$ cat src/chps_pkg.sv
// Shared types, constants and register indexes for the channel peak hold smoother.
package chps_pkg;

    localparam int CHANNEL_COUNT = 79;
    localparam int ADDR_W = (CHANNEL_COUNT > 1) ? $clog2(CHANNEL_COUNT) : 1;

    localparam int CFG_INDEX_W = 8;

    localparam logic [CFG_INDEX_W-1:0] REG_EMITTER_DELTA = 8'd0;
    localparam logic [CFG_INDEX_W-1:0] REG_FLASH_LENGTH  = 8'd1;
    localparam logic [CFG_INDEX_W-1:0] REG_HOLD_MS       = 8'd2;
    localparam logic [CFG_INDEX_W-1:0] REG_DECAY_STEP_MS = 8'd3;

    localparam logic [7:0]  EMITTER_DELTA_RESET = 8'd8;
    localparam logic [3:0]  FLASH_LENGTH_RESET  = 4'd3;
    localparam logic [15:0] HOLD_MS_RESET       = 16'd600;
    localparam logic [15:0] DECAY_STEP_RESET    = 16'd200;

    typedef struct packed {
        logic [7:0]  smoothed;
        logic [7:0]  peak;
        logic [31:0] peak_time;
        logic [3:0]  flash;
    } entry_t;

    localparam int ENTRY_W = $bits(entry_t);

    typedef struct packed {
        logic [7:0]  emitter_delta;
        logic [3:0]  flash_length;
        logic [15:0] hold_ms;
        logic [15:0] decay_step_ms;
    } cfg_t;

endpackage

$ cat src/chps_ram.sv
// Generic single-write, single-read RAM with a registered read port.
module chps_ram #(
    parameter int WIDTH = 8,
    parameter int DEPTH = 16,
    localparam int AW = (DEPTH > 1) ? $clog2(DEPTH) : 1
) (
    input  logic             clk,
    input  logic             we,
    input  logic [AW-1:0]    waddr,
    input  logic [WIDTH-1:0] wdata,
    input  logic             re,
    input  logic [AW-1:0]    raddr,
    output logic [WIDTH-1:0] rdata
);

    logic [WIDTH-1:0] mem [DEPTH];
    logic [WIDTH-1:0] rdata_reg;

    always_ff @(posedge clk)
    begin
        if (we)
        begin
            mem[waddr] <= wdata;
        end
        if (re)
        begin
            rdata_reg <= mem[raddr];
        end
    end

    assign rdata = rdata_reg;

endmodule

$ cat src/chps_update.sv
// Per-channel update of smoothed value, flash counter and decaying peak.
module chps_update (
    input  chps_pkg::entry_t old_entry,
    input  logic [7:0]       sample,
    input  logic [31:0]      now_ms,
    input  chps_pkg::cfg_t   cfg,
    output chps_pkg::entry_t new_entry,
    output logic             fresh
);

    logic [8:0]  rise_limit;
    logic [9:0]  blend;
    logic [16:0] decay_limit;
    logic [31:0] elapsed;
    logic [31:0] decay_time;
    logic        decay;
    logic [3:0]  flash_dec;

    always_comb
    begin
        rise_limit  = {1'b0, old_entry.smoothed} + {1'b0, cfg.emitter_delta};
        fresh       = {1'b0, sample} > rise_limit;
        blend       = {1'b0, old_entry.smoothed, 1'b0} + {2'b00, old_entry.smoothed}
                      + {2'b00, sample};
        decay_limit = {1'b0, cfg.hold_ms} + {1'b0, cfg.decay_step_ms};
        elapsed     = now_ms - old_entry.peak_time;
        decay_time  = now_ms - {16'd0, cfg.hold_ms};
        decay       = elapsed > {15'd0, decay_limit};
        flash_dec   = (old_entry.flash != 4'd0) ? old_entry.flash - 4'd1 : 4'd0;

        new_entry = old_entry;

        if (sample > old_entry.smoothed)
        begin
            new_entry.smoothed = sample;
        end
        else
        begin
            new_entry.smoothed = blend[9:2];
        end

        new_entry.flash = fresh ? cfg.flash_length : flash_dec;

        if (sample > old_entry.peak)
        begin
            new_entry.peak      = sample;
            new_entry.peak_time = now_ms;
        end
        else if (decay)
        begin
            if (old_entry.peak != 8'd0)
            begin
                new_entry.peak = old_entry.peak - 8'd1;
            end
            new_entry.peak_time = decay_time;
        end
    end

endmodule

$ cat src/channel_peak_hold_smoother.sv
// Top level: per-channel peak hold and smoothing around one state memory.
// Pipeline: an accepted request passes the s1 stage, then the output registers.
// Throughput: one request per cycle unless out_ready stalls; the memory read and
// the previous write-back overlap, and a same-channel neighbor is forwarded.
// Reset: configuration registers return to their defaults and per-channel valid
// flags clear, so every channel reads as zero at once with no clearing pass.
module channel_peak_hold_smoother (
    input  logic                               clk,
    input  logic                               rst_n,
    input  logic                               cfg_valid,
    output logic                               cfg_ready,
    input  logic [chps_pkg::CFG_INDEX_W-1:0]   cfg_index,
    input  logic [15:0]                        cfg_data,
    input  logic                               in_valid,
    output logic                               in_ready,
    input  logic [6:0]                         channel,
    input  logic [7:0]                         sample,
    input  logic [31:0]                        now_ms,
    output logic                               out_valid,
    input  logic                               out_ready,
    output logic [6:0]                         channel_out,
    output logic [7:0]                         smoothed,
    output logic [7:0]                         peak,
    output logic [3:0]                         flash_count,
    output logic                               new_emitter
);

    chps_pkg::cfg_t cfg_reg;

    logic                           accept;
    logic                           in_range;
    logic [chps_pkg::ADDR_W-1:0]    rd_addr;
    logic [chps_pkg::ADDR_W-1:0]    wr_addr;
    logic                           s1_adv;
    logic                           fwd_hit;
    logic                           ram_we;
    logic [chps_pkg::ENTRY_W-1:0]   ram_rdata;
    chps_pkg::entry_t               old_entry;
    chps_pkg::entry_t               upd_entry;
    logic                           upd_fresh;

    logic [chps_pkg::CHANNEL_COUNT-1:0] valid_reg;

    logic                           s1_valid_reg;
    logic                           s1_inrange_reg;
    logic                           s1_init_reg;
    logic [6:0]                     s1_channel_reg;
    logic [7:0]                     s1_sample_reg;
    logic [31:0]                    s1_now_reg;
    logic                           fwd_hit_reg;
    chps_pkg::entry_t               fwd_entry_reg;

    logic                           out_valid_reg;
    logic [6:0]                     channel_out_reg;
    logic [7:0]                     smoothed_reg;
    logic [7:0]                     peak_reg;
    logic [3:0]                     flash_count_reg;
    logic                           new_emitter_reg;

    assign cfg_ready = 1'b1;

    always_ff @(posedge clk or negedge rst_n)
    begin
        if (!rst_n)
        begin
            cfg_reg.emitter_delta <= chps_pkg::EMITTER_DELTA_RESET;
            cfg_reg.flash_length  <= chps_pkg::FLASH_LENGTH_RESET;
            cfg_reg.hold_ms       <= chps_pkg::HOLD_MS_RESET;
            cfg_reg.decay_step_ms <= chps_pkg::DECAY_STEP_RESET;
        end
        else if (cfg_valid)
        begin
            case (cfg_index)
                chps_pkg::REG_EMITTER_DELTA: cfg_reg.emitter_delta <= cfg_data[7:0];
                chps_pkg::REG_FLASH_LENGTH:  cfg_reg.flash_length  <= cfg_data[3:0];
                chps_pkg::REG_HOLD_MS:       cfg_reg.hold_ms       <= cfg_data;
                chps_pkg::REG_DECAY_STEP_MS: cfg_reg.decay_step_ms <= cfg_data;
                default: ;
            endcase
        end
    end

    assign s1_adv   = !out_valid_reg || out_ready;
    assign in_ready = !s1_valid_reg || s1_adv;
    assign accept   = in_valid && in_ready;
    assign in_range = 32'(channel) < chps_pkg::CHANNEL_COUNT;
    assign rd_addr  = chps_pkg::ADDR_W'(channel);
    assign wr_addr  = chps_pkg::ADDR_W'(s1_channel_reg);
    assign ram_we   = s1_valid_reg && s1_inrange_reg && s1_adv;
    assign fwd_hit  = ram_we && (s1_channel_reg == channel);

    chps_ram #(
        .WIDTH (chps_pkg::ENTRY_W),
        .DEPTH (chps_pkg::CHANNEL_COUNT)
    ) u_state_ram (
        .clk   (clk),
        .we    (ram_we),
        .waddr (wr_addr),
        .wdata (upd_entry),
        .re    (accept && in_range),
        .raddr (rd_addr),
        .rdata (ram_rdata)
    );

    always_comb
    begin
        if (fwd_hit_reg)
        begin
            old_entry = fwd_entry_reg;
        end
        else if (s1_init_reg)
        begin
            old_entry = chps_pkg::entry_t'(ram_rdata);
        end
        else
        begin
            old_entry = '0;
        end
    end

    chps_update u_update (
        .old_entry (old_entry),
        .sample    (s1_sample_reg),
        .now_ms    (s1_now_reg),
        .cfg       (cfg_reg),
        .new_entry (upd_entry),
        .fresh     (upd_fresh)
    );

    always_ff @(posedge clk or negedge rst_n)
    begin
        if (!rst_n)
        begin
            valid_reg     <= '0;
            s1_valid_reg  <= 1'b0;
            out_valid_reg <= 1'b0;
        end
        else
        begin
            if (ram_we)
            begin
                valid_reg[wr_addr] <= 1'b1;
            end
            if (in_ready)
            begin
                s1_valid_reg <= in_valid;
            end
            if (s1_adv)
            begin
                out_valid_reg <= s1_valid_reg;
            end
        end
    end

    always_ff @(posedge clk)
    begin
        if (accept)
        begin
            s1_channel_reg <= channel;
            s1_sample_reg  <= sample;
            s1_now_reg     <= now_ms;
            s1_inrange_reg <= in_range;
            s1_init_reg    <= in_range && valid_reg[rd_addr];
            fwd_hit_reg    <= fwd_hit;
            fwd_entry_reg  <= upd_entry;
        end
        if (s1_adv && s1_valid_reg)
        begin
            channel_out_reg <= s1_channel_reg;
            if (s1_inrange_reg)
            begin
                smoothed_reg    <= upd_entry.smoothed;
                peak_reg        <= upd_entry.peak;
                flash_count_reg <= upd_entry.flash;
                new_emitter_reg <= upd_fresh;
            end
            else
            begin
                smoothed_reg    <= 8'd0;
                peak_reg        <= 8'd0;
                flash_count_reg <= 4'd0;
                new_emitter_reg <= 1'b0;
            end
        end
    end

    assign out_valid   = out_valid_reg;
    assign channel_out = channel_out_reg;
    assign smoothed    = smoothed_reg;
    assign peak        = peak_reg;
    assign flash_count = flash_count_reg;
    assign new_emitter = new_emitter_reg;

    a_fwd_in_range: assert property (@(posedge clk) disable iff (!rst_n)
        s1_valid_reg && fwd_hit_reg |-> s1_inrange_reg)
        else $error("forwarded entry on an out-of-range request");

    a_write_valid: assert property (@(posedge clk) disable iff (!rst_n)
        ram_we |-> s1_valid_reg && s1_inrange_reg && s1_adv)
        else $error("state write without a valid in-range request");

    a_result_follows: assert property (@(posedge clk) disable iff (!rst_n)
        s1_valid_reg && s1_adv |=> out_valid_reg)
        else $error("advanced request produced no result");

    a_written_valid: assert property (@(posedge clk) disable iff (!rst_n)
        ram_we |=> valid_reg[$past(wr_addr)])
        else $error("written channel not marked valid");

endmodule
$ cat config.mk
export PLATFORM = sky130hd
export DESIGN_NAME = channel_peak_hold_smoother
export DESIGN_NICKNAME = d
export VERILOG_FILES = /design/src/chps_pkg.sv /design/src/chps_ram.sv /design/src/chps_update.sv /design/src/channel_peak_hold_smoother.sv
export SDC_FILE = /design/constraint.sdc
export NUM_CORES = 2
export LEC_CHECK = 0
export CORE_MARGIN = 8
export CORE_UTILIZATION = 55
export DETAILED_ROUTE_END_ITERATION = 10
export DONT_BUFFER_PORTS = 1
export PLACE_DENSITY = 0.72
export RECOVER_POWER = 50
export SKIP_CTS_REPAIR_TIMING = 1
export SYNTH_ARGS = -nofsm -noshare
export SYNTH_HDL_FRONTEND = slang
export SYNTH_MEMORY_MAX_BITS = 65536
export SYNTH_SLANG_ARGS = --single-unit
$ cat constraint.sdc
create_clock -name clk -period 12.4 [get_ports clk]
set_clock_uncertainty 0.1 [all_clocks]
set_input_delay 3.72 -clock clk [delete_from_list [all_inputs] [get_ports clk]]
set_output_delay 3.72 -clock clk [all_outputs]
set_load 0.01 [all_outputs]
==> key figures <==
Outcome
  – Status: finished, violations left
  – Failing checks: capacitance limit, slew limit

Power
  – Lkg Pwr: 61.2 nW
  – VDD IR max: 0.127 mV
  – Power Density: 167 nW/um2

Global routing
  – First-pass GRT wire length: 663 mm
  – Total track usage: 28.1%
  – Initial antenna violation count: 29
  – Largest net degree at the start of global routing: 1117
  – Grt ovf: 0
  – Vias in the first global route: 86192

STA
  – Minimum clock period: 11.38 ns
  – Worst Tran Pin Value: 5.54 ns
  – Final hold violations: 0
  – Period utilisation layout: 91.7%
  – FMAX: 0.0879 GHz
  – Pins over their slew limit: 4180
  – Worst slew margin: -269%
  – Final Setup Violations: 0
  – Final worst slack: 1.02 ns
  – Setup TNS: 0 ns
  – Final hold slack: 0.362 ns
  – Unrepaired setup endpoints after global routing: false

Setup path
  – CP Data Arrival Time: 11.78 ns
  – Cell family with most CP delay: simple AND/OR/NAND/NOR gates
  – Crit. End Element: register
  – Critical-path top delay cell: nor2_1
  – Critical-path cell list: nand2b_1 -> and2_2 -> clkbuf_1 -> nand2_1 -> nor3_1 -> nand2_1 -> nor2_1 -> clkbuf_1
  – WP data required: 12.81 ns
  – Critical Path Start Type: input port
  – Slowest cell delay on critical path: 2.16 ns
  – Kind of critical path: input port to register
  – Critical path fanouts, max: 29
  – Buf+Inv Stages, Crit Path: 2

Logic synthesis
  – Mapped Area: 175000 um2
  – Register bit total from synthesis: 4415
  – Syn Area/Cell: 22.5 um2
  – Sequential fraction of the synthesis area: 75.6%
  – FFs w/ async S/R, synth: 2.83%
  – Yosys warnings: 0
  – Most used DFF post-synth: edfxtp_1
  – Post-Syn Nets: 7969
  – Synth unique cells: 98
  – Cells after synthesis: 7769
  – Number of synthesized flops with an enable pin: 4290

Finish
  – Filler cell count: 20857
  – Number of flip-flops in the largest register: 4108
  – Nets@finish: 8209
  – Proportion of layout cells with a drive suffix above 1: 27.8%
  – Multi-input gate area: 41300 um2
  – Layout area overhead: 10.9%
  – Reg area: 132000 um2

Route
  – Post-route ant nets: 0
  – Routed wire length: 477 mm
  – DR vias/cell: 6.97
  – Post-route DRC: 0
  – 1st-iter DRT viols: 13871
  – DR WL/cell: 38.0 um
  – 1st-pass router iterations: 6
  – Vias: 87404

Clocking
  – Clk pin slew, worst setup/hold paths: 0.06 ns
  – Worst-Skew Late Latency: 0.98 ns
  – Clk root buf: clkbuf_16
  – CTS max path bufs: 4
  – CTS buffer count: 418
  – CTS tree: done
  – H-tree Lvls: 5
  – CTS sink cnt: 4415

Floorplan
  – Die Y-Extent: 579 um
  – Initial core utilization: 55.1%
  – Core outline area: 317000 um2
  – # IOs: 107
  – Die Wd: 579 um
  – # rows: 207
  – Die ar.: 336000 um2

Run
  – Maximum capacitance violations: 125

Hold path
  – Hold Crit Class: register to register

Placement
  – Routability cong.: 0.860
  – IO Port Bufs: 0
  – Setup WS pre-CTS: 2.87 ns
  – Post-DP HPWL: 242 mm
-- worst reg2reg max path, cell delays in order (launching register included) --
cell	delay (ns)
edfxtp_1	0.85
nor2b_1	1.49
a22o_1	0.33
ha_1	0.18
inv_1	0.09
ha_1	0.20
a31o_2	0.23
maj3_1	0.41
a221oi_4	0.48
and2_1	0.22
o21ai_0	0.12
a21o_1	0.21
a21o_1	0.19
a31oi_1	0.20
xnor2_1	0.11
ha_1	0.31
o22ai_1	0.08
a31oi_1	0.28
o221ai_1	0.17
nor4_1	0.34
o2111ai_1	0.19
nor4b_2	0.54
o311ai_4	0.21
nor4b_4	0.54
nand2_2	0.55
mux2i_1	0.30
mux2_2	1.08
-- cell type report --
type                    instances  area share (%)
clock buffers                 520            5.73
repair buffers                207           0.824
clock inverters               245            1.04
multi-input cells            2890            21.3
well taps                    4180            2.70
inverters                      77           0.149
flip-flops and latches       4415            68.2
diodes                          8          0.0103
-- synth_stat cells, types with 79 or more instances --
cell      count  area [um2]
a21oi_1     104         521
ha_1        113        1410
mux2i_1      79         791
mux2_2      112        1260
edfxtp_1   4290      129000
mux4_2     1313       29600
o21ai_0     138         691
clkbuf_1    258         968
dfrtp_1     115        2880
nor2_1      167         627
buf_1       115         432
or2_2        87         544
nand2_1     176         661
-- metrics by stage --
stage          instance area, um2  utilization (%)  total power (W)  instances
2_1_floorplan              175000                -           0.0193       7769
3_3_place_gp               181000             57.2           0.0199      11762
3_5_place_dp               181000             57.2           0.0200      11762
4_1_cts                    194000             61.3           0.0322      12527
5_1_grt                    193000             61.1           0.0331      12536
6_report                   194000             61.1           0.0322      12542
-- cell families (layout without fill, tap and decap cells) --
family          Yosys count  in the layout  share of synthesized area (%)
buf+inv                 464           1049                           1.02
xor+xnor                 69             69                          0.346
compound gates          478            478                           1.80
flops                  4415           4415                           75.6
other cells               1              9                        0.00215
fa+ha+maj               129            129                          0.965
simple gates            707            707                           2.11
mux                    1506           1506                           18.1
-- cell usage in the layout, fill, tap and decap left out, drive strengths merged, types with 17 or more instances in the layout --
cell,Yosys,final
nor2,167,167
mux4,1313,1313
clkinv,0,184
dfrtp,115,115
buf,129,127
mux2,114,114
nor2b,19,19
nand3b,26,26
nand2,178,178
mux2i,79,79
or2,87,87
nor4,17,17
nand4,18,18
inv,77,93
a21oi,104,104
a22oi,42,42
or3,18,18
xor2,19,19
bufinv,0,26
clkbuf,258,600
o21ai,141,141
a21o,27,27
nor3,25,25
nand3,43,43
nand2b,24,24
xnor2,50,50
clkinvlp,0,19
and2,31,31
ha,113,113
edfxtp,4290,4290
-- path summary, 6_finish.rpt --
check,start,endpoint,slack [ns],depth (start not counted)
min,valid_reg[20],valid_reg[20],0.36,1
min reg2reg,valid_reg[20],valid_reg[20],0.36,1
max in group asynchronous,rst_n,valid_reg[62],9.52,0
max reg2reg,s1_init_reg,u_state_ram.mem[51][19],1.92,26
max,out_ready,u_state_ram.mem[4][48],1.02,8
min in group asynchronous,rst_n,s1_valid_reg,2.35,0
-- power by group --
| part | leakage, nW | switching, W | total, W | internal [W] |
|---|---|---|---|---|
| Sequential | 40.4 | 0.000106 | 0.0174 | 0.0173 |
| Clock | 6.38 | 0.00549 | 0.0124 | 0.00688 |
| Combinational | 14.4 | 0.00166 | 0.00250 | 0.000839 |
-- metal layers --
metal | share of wire (%) | vias up | track usage (%)
met3 | 13 | 1000 | 6.87
met2 | 48 | 6337 | 45.2
met4 | 3.7 | 20 | 8.79
li1 | - | 33420 | -
met5 | 0.030 | - | 0
met1 | 36 | 46627 | 38.7
Note: power is estimated with default switching activity, not from simulation.
